**src/rtl/somr_ram.sv**
```systemverilog
`default_nettype none
// ----------------------------------------------------------------------------
// somr_ram
// Generic single-write, single-read RAM with registered read data.
// ----------------------------------------------------------------------------
module somr_ram #(
    parameter int WIDTH = 16,
    parameter int DEPTH = 256,
    parameter int AW    = (DEPTH > 1) ? $clog2(DEPTH) : 1
) (
    input  wire logic             clk,
    input  wire logic             wr_en,
    input  wire logic [AW-1:0]    wr_addr,
    input  wire logic [WIDTH-1:0] wr_data,
    input  wire logic             rd_en,
    input  wire logic [AW-1:0]    rd_addr,
    output logic      [WIDTH-1:0] rd_data
);

    logic [WIDTH-1:0] mem_reg [DEPTH];
    logic [WIDTH-1:0] rd_data_reg;

    // Write port
    always_ff @(posedge clk)
    begin
        if (wr_en)
        begin
            mem_reg[wr_addr] <= wr_data;
        end
    end

    // Registered read port
    always_ff @(posedge clk)
    begin
        if (rd_en)
        begin
            rd_data_reg <= mem_reg[rd_addr];
        end
    end

    assign rd_data = rd_data_reg;

endmodule : somr_ram
`default_nettype wire

```
**config.mk**
```make
export PLATFORM = sky130hd
export DESIGN_NAME = somr_ram
export DESIGN_NICKNAME = d
export VERILOG_FILES = /design/src/rtl/somr_ram.sv
export SDC_FILE = /design/constraint.sdc
export NUM_CORES = 2
export LEC_CHECK = 0
export BUFFER_PORTS_ARGS = -buffer_cell sky130_fd_sc_hd__buf_2
export CAP_MARGIN = 20
export CORE_ASPECT_RATIO = 0.7
export CORE_MARGIN = 2
export CORE_UTILIZATION = 35
export DETAILED_ROUTE_END_ITERATION = 12
export SYNTH_ARGS = -nofsm -noshare
export SYNTH_HDL_FRONTEND = slang
export SYNTH_SLANG_ARGS = --single-unit
```
**constraint.sdc**
```tcl
create_clock -name clk -period 6 [get_ports clk]
set_clock_uncertainty 0.15 [all_clocks]
set_input_delay 0.3 -clock clk [delete_from_list [all_inputs] [get_ports clk]]
set_output_delay 0.3 -clock clk [all_outputs]
set_load 0.005 [all_outputs]
```
==> flow_metrics.env <==
export IMPL_status="complete, no violations"
export IMPL_worstSetupEndpointType="flop"
export IMPL_grt_pass1_wl_mm=607.1
export IMPL_min_from="wr_addr[5]"
export IMPL_hold_viol_final=0
export IMPL_yosysMostFrequentCell="edfxtp_1"
export IMPL_drv_slew=0
export IMPL_grt_pass1_vias=77130
export IMPL_syn_avg_cell_area_um2=21.59
export IMPL_synthTopCellsByCount="edfxtp_1 (4112), mux4_2 (797), mux2i_1 (565)"
export IMPL_place_area_um2=168400
export IMPL_yosys_top_cells_area="edfxtp_1 (78%), mux4_2 (11%), mux2i_1 (3.6%), o221ai_1 (1.4%), nor2_1 (0.72%)"
export IMPL_cts_tree="built"
export IMPL_power_per_cell_area_nw_per_um2=323.6
export IMPL_wire_per_inst_um=30.72
export IMPL_routed_wl_mm=434.9
export IMPL_die_area_um2=459400
export IMPL_required_ns=6.57
export IMPL_min_delay_path_depth=4
export IMPL_worst_pin_slew_ns=1.472
export IMPL_max_freq_mhz=251.5
export IMPL_drv_cap=0
export IMPL_setup_viol=0
export IMPL_dp_hpwl_mm=263.1
export IMPL_critical_path_max_fanout=58
export IMPL_ff2ff_setup_slack_ns=2.20
export IMPL_post_cts_buffers=0
export IMPL_row_count=206
export IMPL_cts_root_buffer="clkbuf_16"
export IMPL_rsz0062_at_grt="false"
export IMPL_route_detailed_drc=0
export IMPL_r2r_start="mem_reg[131][15]"
export IMPL_final_util_pct=40.15
export IMPL_die_w_um=809.3
export IMPL_synth_main_ff_cell="edfxtp_1"
export IMPL_finalCriticalPeriod_ns=3.977
export IMPL_cp_top_family="compound AO/OA/AOI/OAI gates"
export IMPL_cts_resized=0
export IMPL_critical_path_buf_inv_count=2
export IMPL_path_clk_slew_ns=0.06
export IMPL_ys_seq_area_share_pct=77.72
export IMPL_yosys_area_top_type="edfxtp_1"
export IMPL_cts_path_max_buffers=4
export IMPL_tns_ns=0
export IMPL_grt_remaining_overflow=0
export IMPL_worstPathCellList="buf_8 > nand2b_4 > buf_4 > o221ai_1 > o32ai_1 > a21oi_1 > nand4_1 > nor4_1"
export IMPL_ir_drop_mv=0.2440
export IMPL_vias=80340
export IMPL_coreArea_um2=450800
export IMPL_min_path_type="in2reg"
export IMPL_antenna_left=0
export IMPL_cp_slowest_stage_delay_ns=0.82
export IMPL_whs_endpoint="mem_reg[183][5]"
export IMPL_synth_area_um2=158900
export IMPL_cts_buffers=389
export IMPL_grt_max_degree=191
export IMPL_initial_core_util_pct=35.24
export IMPL_synth_fp_nets=7395
export IMPL_drive_gt1_share_pct=24.74
export IMPL_cellLeakagePower_nw=56.32
export IMPL_placedCellCount=13410
export IMPL_ios=51
export IMPL_cp_slowest_cell="a21oi_1"
export IMPL_final_cell_area_um2=181000
export IMPL_gp_congestion=0.8945
export IMPL_clk_insertion_delay_late_ns=0.95
export IMPL_period_share_pct=66.28
export IMPL_global_route_usage_total_pct=18.35
export IMPL_holdWs_ns=0.05591
export IMPL_ys_warnings_count=0
export IMPL_synthCells=7360
export IMPL_reg2reg_to="rd_data[15]"
export IMPL_arrival_ns=4.55
export IMPL_port_buffers=50
export IMPL_synth_seq_cells=4112
export IMPL_synth_edff_count=4112
export IMPL_die_h_um=567.7
export IMPL_r2r_cells=6
export IMPL_antenna_found_initial=38
export IMPL_crit_type="in2reg"
export IMPL_layout_nets=7836
export IMPL_stdcell_count=14160
export IMPL_async_flop_share_pct=0
export IMPL_synth_top_area_share_pct=77.72
export IMPL_cts_num_sinks=4112
export IMPL_vias_per_cell=5.673
export IMPL_largest_reg_flops=4096
export IMPL_cts_htree_levels=5
export IMPL_synthToLayoutAreaGrowth_pct=13.91
export IMPL_drt_iter0_markers=12850
export IMPL_first_pass_iters=9
export IMPL_synth_cell_types=51
export IMPL_relSlewSlack_pct=1.896
export IMPL_start_kind="primary input"
-- placed cells by master (no fill, tap or decap), types with 30 or more instances in the layout --
| cell type | instances |
|---|---|
| nor2_1 | 207 |
| buf_12 | 47 |
| clkinv_2 | 59 |
| edfxtp_1 | 4112 |
| clkbuf_16 | 393 |
| mux2_2 | 88 |
| buf_4 | 350 |
| nor2_2 | 96 |
| nor3_1 | 90 |
| clkinv_1 | 102 |
| a21oi_1 | 175 |
| mux2i_1 | 565 |
| buf_2 | 30 |
| o22ai_1 | 148 |
| nand2_1 | 38 |
| o21ai_0 | 36 |
| a22oi_1 | 43 |
| clkbuf_1 | 82 |
| o221ai_1 | 252 |
| mux4_2 | 797 |
| buf_8 | 48 |
| a22o_1 | 32 |
-- worst max-delay path by stage --
stage | from | to | cells past startpoint
floorplan | rd_addr[0] | rd_data[4] | 8
global placement | rd_addr[1] | rd_data[10] | 8
finish | rd_addr[1] | rd_data[13] | 8
detailed placement | rd_addr[1] | rd_data[5] | 8
global route | rd_addr[1] | rd_data[4] | 8
CTS | mem_reg[139][5] | rd_data[5] | 6
-- final cells by class --
class                           instances  area [um2]
Antenna cell                           17       42.54
Clock buffer                          475       10140
Clock inverter                        226        1937
Fill cell                           39350      269800
Inverter                                4       27.53
Multi-Input combinational cell       2792       33040
Sequential cell                      4112      123500
Tap cell                             6032        7547
Timing Repair Buffer                  502        4767
-- metrics by stage --
step | power, mW | setup WS, ns
after floorplan | 33.87 | 3.301
after global placement | 35.26 | 1.339
after detailed placement | 35.33 | 1.385
after CTS | 58.86 | 2.178
after global routing | 60.07 | 2.080
final | 58.56 | 2.023
-- routing by layer --
layer | track usage [%] | routed length (um) | vias to the layer above
met5 | 0 | 0 | -
met3 | 4.414 | 49850 | 618
met4 | 4.713 | 11530 | 0
li1 | - | - | 32220
met2 | 26.32 | 187500 | 4657
met1 | 28.00 | 186100 | 42850
-- what timing repair did --
| action | CTS | global route |
|---|---|---|
| endpoints found under the setup margin | 0 | 0 |
| hold buffers | 19 | 0 |
| endpoints found under the hold margin | 1605 | 0 |
-- tightest hold or removal path, stage by stage --
cell and delay (ns):
buf_2 0.16, nand3_1 0.19, buf_16 0.19, nor2_2 0.09
-- cell families after synthesis --
kind of cell	synth area share [%]
DFF	77.72
muxes	15.48
AOI/OAI and AO/OA	3.534
and+or+nand+nor	1.573
buffers and inverters	1.692
-- power breakdown --
part           internal (mW)  switching [mW]  leakage [nW]
Combinational          0.994            2.02          13.5
Clock                   13.2            10.6          5.87
Sequential              31.7          0.0462          37.0
Power figures use the tool's default switching activity.
