File: config.mk
export PLATFORM = sky130hd
export DESIGN_NAME = somr_walk
export DESIGN_NICKNAME = d
export VERILOG_FILES = /design/src/rtl/somr_pkg.sv /design/src/rtl/somr_walk.sv
export SDC_FILE = /design/constraint.sdc
export NUM_CORES = 1
export LEC_CHECK = 0
export ABC_AREA = 1
export BUFFER_PORTS_ARGS = -buffer_cell sky130_fd_sc_hd__buf_2
export CAP_MARGIN = 5
export CORE_MARGIN = 2
export CORE_UTILIZATION = 63
export DETAILED_ROUTE_END_ITERATION = 16
export PLACE_DENSITY = 0.86
export SYNTH_ARGS = -nofsm -noshare
export SYNTH_HDL_FRONTEND = slang
export SYNTH_SLANG_ARGS = --single-unit
File: constraint.sdc
create_clock -name clk -period 32.2 [get_ports clk]
set_input_delay 1.61 -clock clk [delete_from_list [all_inputs] [get_ports clk]]
set_output_delay 1.61 -clock clk [all_outputs]
set_load 0.01 [all_outputs]
File: src/rtl/somr_pkg.sv
`default_nettype none
// ----------------------------------------------------------------------------
// somr_pkg
// Shared types, codes and default sizes for the spiral order matrix reader.
// ----------------------------------------------------------------------------
package somr_pkg;

    // Default store geometry and element width
    localparam int MAX_ROWS_DEF     = 16;
    localparam int MAX_COLS_DEF     = 16;
    localparam int ELEMENT_BITS_DEF = 16;

    // Fixed field widths of the request and result ports
    localparam int POS_BITS   = 4;
    localparam int VALUE_BITS = 16;
    localparam int CFG_BITS   = 5;
    localparam int IDX_BITS   = 1;

    // Matrix size after reset
    localparam int SIZE_RESET = 3;

    // Configuration register indexes
    localparam logic [IDX_BITS-1:0] REG_ROWS = 1'b0;
    localparam logic [IDX_BITS-1:0] REG_COLS = 1'b1;

    // Request kinds
    localparam logic KIND_LOAD = 1'b0;
    localparam logic KIND_NEXT = 1'b1;

    // Walk direction, counter-clockwise from the top-left corner
    typedef enum logic [1:0] {
        DIR_DOWN  = 2'd0,
        DIR_RIGHT = 2'd1,
        DIR_UP    = 2'd2,
        DIR_LEFT  = 2'd3
    } somr_dir_t;

    // Commands from the top level to the walk unit
    typedef struct packed {
        logic advance;
        logic restart;
    } somr_walk_cmd_t;

endpackage : somr_pkg
`default_nettype wire

File: src/rtl/somr_walk.sv
`default_nettype none
// ----------------------------------------------------------------------------
// somr_walk
// Spiral walk state: position, direction, shrinking bounds and count.
// Gives the position of the current step and whether it is the last one.
// ----------------------------------------------------------------------------
module somr_walk
    import somr_pkg::*;
#(
    parameter int MAX_ROWS = MAX_ROWS_DEF,
    parameter int MAX_COLS = MAX_COLS_DEF,
    parameter int RSW      = $clog2(MAX_ROWS + 1),
    parameter int CSW      = $clog2(MAX_COLS + 1)
) (
    input  wire logic           clk,
    input  wire logic           rst_n,
    input  wire somr_walk_cmd_t cmd,
    input  wire logic [RSW-1:0] rows_size,
    input  wire logic [CSW-1:0] cols_size,
    output logic      [RSW-1:0] step_row,
    output logic      [CSW-1:0] step_col,
    output logic                step_last
);

    localparam int RW   = RSW + 1;
    localparam int CW   = CSW + 1;
    localparam int PW   = RSW + CSW;
    localparam int CNTW = $clog2(MAX_ROWS * MAX_COLS + 1);
    localparam int ROWS_RST = (SIZE_RESET > MAX_ROWS) ? MAX_ROWS : SIZE_RESET;
    localparam int COLS_RST = (SIZE_RESET > MAX_COLS) ? MAX_COLS : SIZE_RESET;

    logic signed [RW-1:0] row_reg,    row_next;
    logic signed [CW-1:0] col_reg,    col_next;
    somr_dir_t            dir_reg,    dir_next;
    logic signed [RW-1:0] top_reg,    top_next;
    logic signed [RW-1:0] bottom_reg, bottom_next;
    logic signed [CW-1:0] left_reg,   left_next;
    logic signed [CW-1:0] right_reg,  right_next;
    logic [CNTW-1:0]      count_reg,  count_next;

    // Outcome of one advance
    logic signed [RW-1:0] adv_row, adv_top, adv_bottom;
    logic signed [CW-1:0] adv_col, adv_left, adv_right;
    somr_dir_t            adv_dir;
    logic                 adv_found;
    logic [CNTW-1:0]      adv_count;
    logic [PW-1:0]        size_prod;

    // Search at most four turns for the next in-bounds position
    always_comb
    begin
        logic signed [RW-1:0] nr;
        logic signed [CW-1:0] nc;
        logic                 in_bounds;
        adv_row    = row_reg;
        adv_col    = col_reg;
        adv_dir    = dir_reg;
        adv_top    = top_reg;
        adv_bottom = bottom_reg;
        adv_left   = left_reg;
        adv_right  = right_reg;
        adv_found  = 1'b0;
        for (int t = 0; t < 4; t++)
        begin
            nr = adv_row;
            nc = adv_col;
            case (adv_dir)
                DIR_DOWN:  nr = adv_row + RW'(1);
                DIR_RIGHT: nc = adv_col + CW'(1);
                DIR_UP:    nr = adv_row - RW'(1);
                default:   nc = adv_col - CW'(1);
            endcase
            if (adv_dir inside {DIR_DOWN, DIR_UP})
            begin
                in_bounds = (nr < adv_bottom) && (nr > adv_top);
            end
            else
            begin
                in_bounds = (nc < adv_right) && (nc > adv_left);
            end
            if (!adv_found)
            begin
                if (in_bounds)
                begin
                    adv_row   = nr;
                    adv_col   = nc;
                    adv_found = 1'b1;
                end
                else
                begin
                    case (adv_dir)
                        DIR_DOWN:  adv_bottom = adv_bottom - RW'(1);
                        DIR_RIGHT: adv_right  = adv_right - CW'(1);
                        DIR_UP:    adv_top    = adv_top + RW'(1);
                        default:   adv_left   = adv_left + CW'(1);
                    endcase
                    adv_dir = somr_dir_t'(2'(adv_dir + 2'd1));
                end
            end
        end
    end

    // Count this step and flag the last one
    assign adv_count = adv_found ? (count_reg + CNTW'(1)) : CNTW'(1);
    assign size_prod = PW'(rows_size) * PW'(cols_size);
    assign step_last = 32'(adv_count) >= 32'(size_prod);
    assign step_row  = adv_found ? RSW'(adv_row) : '0;
    assign step_col  = adv_found ? CSW'(adv_col) : '0;

    // Restart on command, advance on a next request, wrap after the last
    always_comb
    begin
        row_next    = row_reg;
        col_next    = col_reg;
        dir_next    = dir_reg;
        top_next    = top_reg;
        bottom_next = bottom_reg;
        left_next   = left_reg;
        right_next  = right_reg;
        count_next  = count_reg;
        if (cmd.restart || (cmd.advance && step_last))
        begin
            row_next    = '1;
            col_next    = '0;
            dir_next    = DIR_DOWN;
            top_next    = '1;
            bottom_next = $signed({1'b0, rows_size});
            left_next   = '0;
            right_next  = $signed({1'b0, cols_size});
            count_next  = '0;
        end
        else if (cmd.advance)
        begin
            count_next = adv_count;
            if (adv_found)
            begin
                row_next    = adv_row;
                col_next    = adv_col;
                dir_next    = adv_dir;
                top_next    = adv_top;
                bottom_next = adv_bottom;
                left_next   = adv_left;
                right_next  = adv_right;
            end
            else
            begin
                row_next    = '0;
                col_next    = '0;
                dir_next    = DIR_DOWN;
                top_next    = '1;
                bottom_next = $signed({1'b0, rows_size});
                left_next   = '0;
                right_next  = $signed({1'b0, cols_size});
            end
        end
    end

    // Hold walk state
    always_ff @(posedge clk or negedge rst_n)
    begin
        if (!rst_n)
        begin
            row_reg    <= '1;
            col_reg    <= '0;
            dir_reg    <= DIR_DOWN;
            top_reg    <= '1;
            bottom_reg <= RW'(ROWS_RST);
            left_reg   <= '0;
            right_reg  <= CW'(COLS_RST);
            count_reg  <= '0;
        end
        else
        begin
            row_reg    <= row_next;
            col_reg    <= col_next;
            dir_reg    <= dir_next;
            top_reg    <= top_next;
            bottom_reg <= bottom_next;
            left_reg   <= left_next;
            right_reg  <= right_next;
            count_reg  <= count_next;
        end
    end

endmodule : somr_walk
`default_nettype wire

==> run metrics, run 1 <==
Synth Area in Compound Gates=12.5%; RSZ-0062 raised after global routing=no; Max stage delay on crit path=between 500 and 600 ps; Clock Tree Root=clkbuf_16; Worst slew margin=29.6%; largest net degree at the start of global routing=48; Cells after Synth=1551; Net count, final=roughly 1700; xor/xnor cell area share of the yosys netlist=under 10%; cell row count=between 40 and 50; synth top area cells=ha_1, nand2_1, inv_1, dfrtp_1, xor2_1; routed vias=10369; post-synth cell types=52; H-tree depth=2; reg-to-reg setup timing slack=between 10000 and 15000 ps; Simple-Gate Fraction of Synth Area=a little under a third; main combinational cell family by area after synthesis=simple AND/OR/NAND/NOR gates; gr usage total=approximately a third; syn_area_per_cell=6.48 um^2; CTS Buf Count=5; drt drc=0; Crit. End Element=output pin; Die Y-Extent=~130 um; multiplexer area fraction after synthesis=less than 1%; Starting Density=about 64%; Worst R2R Start=dir_reg[1]$_DFFE_PN0P_; TritonRoute pass-1 iters=8; most frequent cell after synthesis=nand2_1; CTS Hold Bufs=0; Die ar.=about 17000 um^2; Slew Limit Fails=0; Final period util=approximately three fifths; endpoints failing hold=0; core area=about 16000 um^2; crit path DAT=~18000 ps; register area share after synthesis=11.9%; worst-path maximum fanout=29; # fillers=around 1400; MaxCap Viol Count=0; layout cells sized above 1=about 7.5%; Post-synth EDFFs=0; remaining global-route overflow=0; Worst Setup EP=step_last; initial antenna violation count=0; Worst Setup Start Kind=flip-flop; Fmax achieved=about 52 MHz; setup bufs post-CTS=0; initial DRC count=roughly 1300; Worst-Margin Slew=about 1100 ps; area delta synth->final=3.62%; Synth area leader=ha_1; CP max-delay cell=nor2_1; CTS tree=yes; Reg2Reg Depth=~100; Synth Warn #=0; reg2reg end=dir_reg[1]$_DFFE_PN0P_; status=completed; Routability Congestion=about 1.0; CTS resizes=0; Worst Setup SP=dir_reg[1]$_DFFE_PN0P_; CP required=just over 30000 ps; Port Buf Inserts=24; Post-synth top cells=nand2_1, inv_1, ha_1; share of the synthesized area in the top cell type=around a fifth; Max clock buf depth=2; final worst path period need=a little under 20000 ps; Setup Skew=about 6.4 ps; first-pass GRT wire length=around 46 mm; # IOs=25; DP HPWL=roughly 24 mm; Yosys reg bits=between 40 and 50; Detailed Route WL=between 20 and 30 mm; CTS sink cnt=between 40 and 50; setup_tns=0 ps; final setup fails=0; Worst-Skew Late Latency=about 300 ps; CP Class=reg -> out; chip width=~130 um; vias in the first global route=between 9000 and 10000; post-route ant nets=0; Via density=around 5.9; Worst-path clk slew=about 70 ps; Synth Area in Adders=23.1%; Mapped Area=about 10000 um^2; most used cell along the critical path=nand2_1; Async S/R FF share, synth=100%; Primary FF master, synth=dfrtp_1; Synth Net Count=about 1700; ant diodes=0; Hold Path Class=reg -> reg; max reg flops=9; WL/cell=between 15 and 20 um
==> metrics by stage <==
step | hold slack (ps) | area [um^2] | std cells | util (%) | setup WS, ps
6_report | 507 | 10400 | 1768 | 66.3 | 12950
4_1_cts | 499 | 10400 | 1768 | 66.3 | 13240
2_1_floorplan | 454 | 10000 | 1551 | - | 16500
5_1_grt | 510 | 10400 | 1768 | 66.3 | 11380
3_3_place_gp | 472 | 10300 | 1760 | 65.2 | 14010
3_5_place_dp | 483 | 10300 | 1760 | 65.2 | 13590
==> layer usage <==
| metal | vias to the layer above | track usage [%] | share of wire (%) |
|---|---|---|---|
| met5 | - | 0 | 0 |
| met4 | 0 | 9.80 | 2.9 |
| met3 | 78 | 3.28 | 9.3 |
| met2 | 549 | 54.9 | 43 |
| met1 | 4739 | 50.9 | 45 |
| li1 | 5003 | - | - |
==> cells in the final DEF (no fill, tap or decap), types with 3 or more instances in the layout <==
| cell type | n |
|---|---|
| o21bai_1 | 8 |
| nand3_1 | 110 |
| a31oi_1 | 7 |
| nand2_2 | 13 |
| nand3b_1 | 4 |
| dfrtp_1 | 31 |
| clkbuf_16 | 5 |
| o22ai_1 | 19 |
| nor3_1 | 19 |
| xnor2_1 | 29 |
| nor4_1 | 5 |
| nand2_4 | 6 |
| nor2_4 | 3 |
| and2_1 | 4 |
| inv_1 | 267 |
| inv_2 | 10 |
| dfstp_2 | 16 |
| fa_1 | 13 |
| xor2_1 | 70 |
| o22ai_2 | 10 |
| a211oi_1 | 3 |
| ha_1 | 165 |
| nand3_4 | 5 |
| o21ai_0 | 83 |
| buf_2 | 24 |
| nand2_1 | 391 |
| or2_2 | 8 |
| nand4_1 | 19 |
| nand3_2 | 5 |
| a21oi_1 | 55 |
| o21ai_1 | 6 |
| nor2_1 | 104 |
| clkinv_1 | 3 |
| o221ai_1 | 7 |
==> worst max-delay path: cells and delay by family, from the launching register on <==
kind / cells / cell delay [ps]
compound gates: 23 / 3940
xor+xnor: 3 / 840
fa+ha+maj: 12 / 3650
buf+inv: 12 / 2390
flops: 1 / 460
simple gates: 44 / 6050
==> layout make-up <==
| type | instances | area, um^2 | area share [%] |
|---|---|---|---|
| Multi-Input combinational cell | 1191 | 7600 | 73.0 |
| Clock inverter | 1 | 7.51 | 0.0721 |
| Tap cell | 216 | 270 | 2.60 |
| Sequential cell | 47 | 1200 | 11.5 |
| Inverter | 280 | 1050 | 10.1 |
| Clock buffer | 7 | 153 | 1.47 |
| Timing Repair Buffer | 26 | 135 | 1.30 |
==> worst min path at each step <==
| stage | from | to | cells past startpoint |
|---|---|---|---|
| finish | bottom_reg[1]$_DFFE_PN1P_ | bottom_reg[1]$_DFFE_PN1P_ | 2 |
| global route | bottom_reg[1]$_DFFE_PN1P_ | bottom_reg[1]$_DFFE_PN1P_ | 2 |
| CTS | bottom_reg[1]$_DFFE_PN1P_ | bottom_reg[1]$_DFFE_PN1P_ | 2 |
| detailed placement | bottom_reg[1]$_DFFE_PN1P_ | bottom_reg[1]$_DFFE_PN1P_ | 2 |
| global placement | bottom_reg[1]$_DFFE_PN1P_ | bottom_reg[1]$_DFFE_PN1P_ | 2 |
| floorplan | bottom_reg[1]$_DFFE_PN1P_ | bottom_reg[1]$_DFFE_PN1P_ | 2 |
==> cells by family (layout without fill, tap and decap cells) <==
kind of cell,count (synthesis),count (layout)
XOR/XNOR,99,99
AO/OA/AOI/OAI,210,210
flip-flops,47,47
adder cells (fa/ha/maj),178,178
multiplexers,1,1
AND/OR/NAND/NOR,703,703
buffers and inverters,313,314
Power of run 1 is not shown: default switching activity piles up to over one toggle a cycle in this logic, so the estimate is an artifact.
==> run 2: changes to the inputs <==
ABC_AREA = 0   (was 1)
CORE_UTILIZATION = 60   (was 63)
clock period = 17.2 ns   (was 32.2 ns; I/O delays follow)
==> run metrics, run 2 <==
Synth Net Count=1515; Via density=6.82; H-tree depth=2; most common cell after layout, fill and taps aside=ha_1; CTS tree=yes; Fmax achieved=just under 60 MHz; Synth area leader=ha_1; Clock Tree Root=clkbuf_16; DP Cell Count=around 1600; Mapped Area=10300 um^2; area delta synth->final=18.3%; # IOs=25; DP HPWL=roughly 26 mm; non-filler cells, final=approximately 1600; Cells after Synth=between 1000 and 1500; first-pass GRT wire length=slightly above 50 mm; Die ar.=roughly 18000 um^2; Routability Congestion=between 1 and 1.5; dpl cell area=around 11000 um^2; Yosys reg bits=47; Max clock buf depth=2; CP max-delay cell=dfrtp_2; Max stage delay on crit path=~500 ps; final instance area=~12000 um^2; Worst slew margin=28.3%; status=completed; core area=roughly 17000 um^2; ant diodes=0; initial antenna violation count=0; post-route ant nets=0; MaxCap Viol Count=0; endpoints failing hold=0; cell row count=between 40 and 50; Port Buf Inserts=24; CTS Hold Bufs=0; Post-synth top cells=ha_1, nand2_1, inv_1; worst-path maximum fanout=10; Post-synth EDFFs=0; layout cells sized above 1=between 20% and 30%; CTS Buf Count=5; most frequent cell after synthesis=ha_1; register area share after synthesis=between 10% and 20%; largest net degree at the start of global routing=between 40 and 50; Hold Path Class=in -> async; Final period util=99.4%; CTS sink cnt=47; remaining global-route overflow=0; Worst-Skew Late Latency=about 300 ps; gr usage total=~35%; most used cell along the critical path=ha_1; vias in the first global route=roughly 10000; CP required=16340 ps; Worst Setup Start Kind=flip-flop; TritonRoute pass-1 iters=7; Starting Density=between 60% and 70%; Die Y-Extent=between 100 and 150 um; Setup Skew=roughly 5.7 ps; setup_tns=0 ps; Worst-path clk slew=70 ps; max reg flops=9; Slew Limit Fails=0; Synth Warn #=0; crit path DAT=~16000 ps; CP Class=reg -> out; syn_area_per_cell=a little under 8 um^2; Detailed Route WL=between 30 and 40 mm; Worst-Margin Slew=1070 ps; post-synth cell types=100; share of the synthesized area in the top cell type=between 10% and 20%; final worst path period need=17090 ps; Crit. End Element=output pin; Net count, final=approximately 1600; Primary FF master, synth=dfrtp_1; chip width=roughly 140 um; WL/cell=~22 um; initial DRC count=~1400; drt drc=0; routed vias=around 11000; Async S/R FF share, synth=100%; final setup fails=0; synth top area cells=ha_1, dfrtp_1, xnor2_1, nand2_1, dfstp_2; most frequent cells in the layout=ha_1, nand2_1, buf_4, inv_1, nor2_1
==> run 2: cell types whose count changed after synthesis, sizes merged, moves of 19 or more <==
cell | before | now
a211oi | 3 | 22
a21o | 2 | 25
a21oi | 56 | 83
inv | 277 | 109
nand2 | 411 | 122
nand3 | 120 | 47
nor2b | 0 | 20
o21ai | 90 | 55
o22ai | 29 | 8
xnor2 | 29 | 89
xor2 | 70 | 41
==> run 2: cell families (layout without fill, tap and decap cells) <==
kind of cell    after synthesis  count (layout)  share of synthesized area, %
compound gates              342             342                          24.4
xor+xnor                    130             130                          11.2
fa+ha+maj                   178             178                          22.5
buf+inv                     157             252                          6.04
flops                        47              47                          11.6
mux                          32              32                          3.36
simple gates                437             437                          21.0
==> run 2: layout make-up <==
| type | instances | area [um^2] |
|---|---|---|
| clock buffers | 5 | 125 |
| flip-flops and latches | 47 | 1200 |
| multi-input cells | 1119 | 9160 |
| clock inverters | 3 | 67.6 |
| repair buffers | 135 | 985 |
| inverters | 109 | 419 |
| well taps | 220 | 275 |
| fillers | 1204 | 4470 |
==> run 2: what timing repair did <==
action                                 4_1_cts  5_1_grt
pin swaps                                    6       58
buffers inserted                             4       35
gates resized for setup                     19      125
gates cloned                                 0        0
endpoints found under the hold margin        0        0
setup endpoints to repair                   38       49
==> run 2: critical path: cells and delay by family (launching register included) <==
kind / cells / cell delay [ps]
compound gates: 40 / 6370
flops: 1 / 500
mux: 2 / 530
fa+ha+maj: 11 / 3090
xor+xnor: 4 / 660
buf+inv: 14 / 1760
simple gates: 24 / 2990
==> run 2: worst paths after layout <==
path                            slack, ps                     start  cells past startpoint                       end
worst max register to register        380    dir_reg[0]$_DFFE_PN0P_                    100   left_reg[1]$_DFFE_PN0P_
worst min-delay path                  350                     rst_n                      1    col_reg[3]$_DFFE_PN0P_
min in group clk                      510  count_reg[8]$_DFFE_PN0P_                      2  count_reg[8]$_DFFE_PN0P_
max in group asynchronous           16040                     rst_n                      2    dir_reg[0]$_DFFE_PN0P_
worst max-delay path                  110    dir_reg[0]$_DFFE_PN0P_                     95                 step_last
worst min register to register        510  count_reg[8]$_DFFE_PN0P_                      2  count_reg[8]$_DFFE_PN0P_
==> run 2: metrics by stage <==
stage	hold slack, ps	utilization [%]	setup slack, ps
floorplan	468	-	18.8
global placement	481	66.4	192
detailed placement	497	66.4	-204
CTS	349	68.3	30.1
global route	354	73.2	-436
finish	349	73.2	108
==> run 2: routing by layer <==
metal	global-route usage, %	share of wire (%)
met1	47.7	39
met2	56.9	44
met3	6.58	12
met4	12.2	5.3
met5	0	0
Power of run 2 is left out for the same reason.
==> run 3: changes to the inputs <==
CELL_PAD_IN_SITES_DETAIL_PLACEMENT = 1   (was unset)
CELL_PAD_IN_SITES_GLOBAL_PLACEMENT = 1   (was unset)
CORE_UTILIZATION = 45   (was 60)
GPL_ROUTABILITY_DRIVEN = 0   (was unset)
==> run metrics, run 3 (synthesized netlist as in run 2, its figures left out) <==
status=finished, violations left; violated checks=setup timing; endpoints failing hold=0; Final period util=104%; Worst-path clk slew=around 80 ps; H-tree depth=2; Worst Setup EP=step_last; Clock Tree Root=clkbuf_16; Max clock buf depth=2; TritonRoute pass-1 iters=8; max reg flops=9; Fmax achieved=between 50 and 60 MHz; Via density=around 7; CP Class=reg -> out; most common cell after layout, fill and taps aside=ha_1; gr usage total=32.2%; most frequent cells in the layout=ha_1, nand2_1, buf_4, inv_1, nor2_1; multi-input logic area=approximately 9200 um^2; core area=approximately 23000 um^2; reg-to-reg setup timing slack=-670 ps; final setup fails=43; CTS sink cnt=47; CP required=about 16000 ps; Detailed Route WL=between 40 and 50 mm; Die Y-Extent=around 160 um; reg2reg end=right_reg[1]$_DFFE_PN1P_; Worst-Margin Slew=about 1300 ps; final worst path period need=about 18000 ps; Worst Setup Start Kind=flip-flop; Worst Setup SP=dir_reg[0]$_DFFE_PN0P_; Worst R2R Start=dir_reg[0]$_DFFE_PN0P_; initial antenna violation count=0; CTS Hold Bufs=0; vias in the first global route=11276; first-pass GRT wire length=~60 mm; CTS tree=yes; most used cell along the critical path=buf_4; remaining global-route overflow=0; final instance area=12400 um^2; sequential cell area=~1200 um^2; Die ar.=roughly 24000 um^2; CP max-delay cell=dfrtp_2; # fillers=approximately 2700; Slew Limit Fails=0; critical path depth=just over 80; Buf/Inv on CP=13; worst-path maximum fanout=10; largest net degree at the start of global routing=48; cell row count=55; Worst-Skew Late Latency=around 300 ps; Crit. End Element=output pin; Max stage delay on crit path=460 ps; WL/cell=29.2 um; final worst slack=-726 ps; area delta synth->final=19.7%; CTS Buf Count=5; initial DRC count=1505; DP HPWL=around 31 mm; drt drc=0; ant diodes=0; Starting Density=roughly 46%; routed vias=12207; Worst slew margin=about an eighth; crit path DAT=roughly 17000 ps; final hold slack=~530 ps; # IOs=25; Port Buf Inserts=24; Setup Skew=13.8 ps; post-route ant nets=0; chip width=156 um; Hold Path Class=reg -> reg; dpl cell area=about 11000 um^2; layout cells sized above 1=24.4%; Reg2Reg Depth=between 80 and 90; MaxCap Viol Count=0; Net count, final=about 1600; delay-heaviest family, CP=compound AO/OA/AOI/OAI gates
-- run 3: worst reg2reg max path, delay by kind of cell, from the launching register on --
| kind | cells | cell delay [ps] |
|---|---|---|
| fa+ha+maj | 11 | 3080 |
| buf+inv | 14 | 2630 |
| simple gates | 23 | 3850 |
| mux | 1 | 340 |
| compound gates | 34 | 6530 |
| xor+xnor | 5 | 840 |
| flops | 1 | 460 |
-- run 3: how the worst min path moves through the flow --
stage / start / end / slack [ps] / cells after the start
global placement: count_reg[8]$_DFFE_PN0P_ / count_reg[8]$_DFFE_PN0P_ / 500 / 2
finish: count_reg[8]$_DFFE_PN0P_ / count_reg[8]$_DFFE_PN0P_ / 530 / 2
floorplan: count_reg[8]$_DFFE_PN0P_ / count_reg[8]$_DFFE_PN0P_ / 470 / 2
detailed placement: count_reg[8]$_DFFE_PN0P_ / count_reg[8]$_DFFE_PN0P_ / 510 / 2
CTS: count_reg[8]$_DFFE_PN0P_ / count_reg[8]$_DFFE_PN0P_ / 520 / 2
global route: count_reg[8]$_DFFE_PN0P_ / count_reg[8]$_DFFE_PN0P_ / 550 / 2
-- run 3: metrics by stage --
stage | setup TNS (ps) | setup slack [ps] | utilization, % | cells
after CTS | 0 | 2.65 | 50.9 | 1665
after detailed placement | -23200 | -718 | 49.1 | 1645
after global placement | 0 | 96.2 | 49.1 | 1645
final | -17720 | -726 | 54.9 | 1710
after global routing | -29890 | -976 | 54.9 | 1710
after floorplan | 0 | 18.8 | - | 1323
-- run 3: per-layer routing --
| metal | GRT usage, % | wire, um | up-vias |
|---|---|---|---|
| met5 | 0 | 0 | - |
| met4 | 13.5 | 4130 | 0 |
| met3 | 4.50 | 5510 | 381 |
| met2 | 53.7 | 22300 | 985 |
| met1 | 41.8 | 17900 | 5861 |
| li1 | - | - | 4980 |
-- run 3: layout make-up --
| class | count | area share, % |
|---|---|---|
| Clock inverter | 1 | 0.0404 |
| Clock buffer | 7 | 1.07 |
| Inverter | 109 | 3.38 |
| Multi-Input combinational cell | 1119 | 74.4 |
| Sequential cell | 47 | 9.67 |
| Timing Repair Buffer | 142 | 8.53 |
| Tap cell | 285 | 2.88 |
-- run 3: timing repair --
action,CTS,global route
buffers inserted,12,45
endpoints found under the setup margin,48,53
pin swaps,6,58
resized for setup,44,125
Power of run 3 is left out for the same reason.
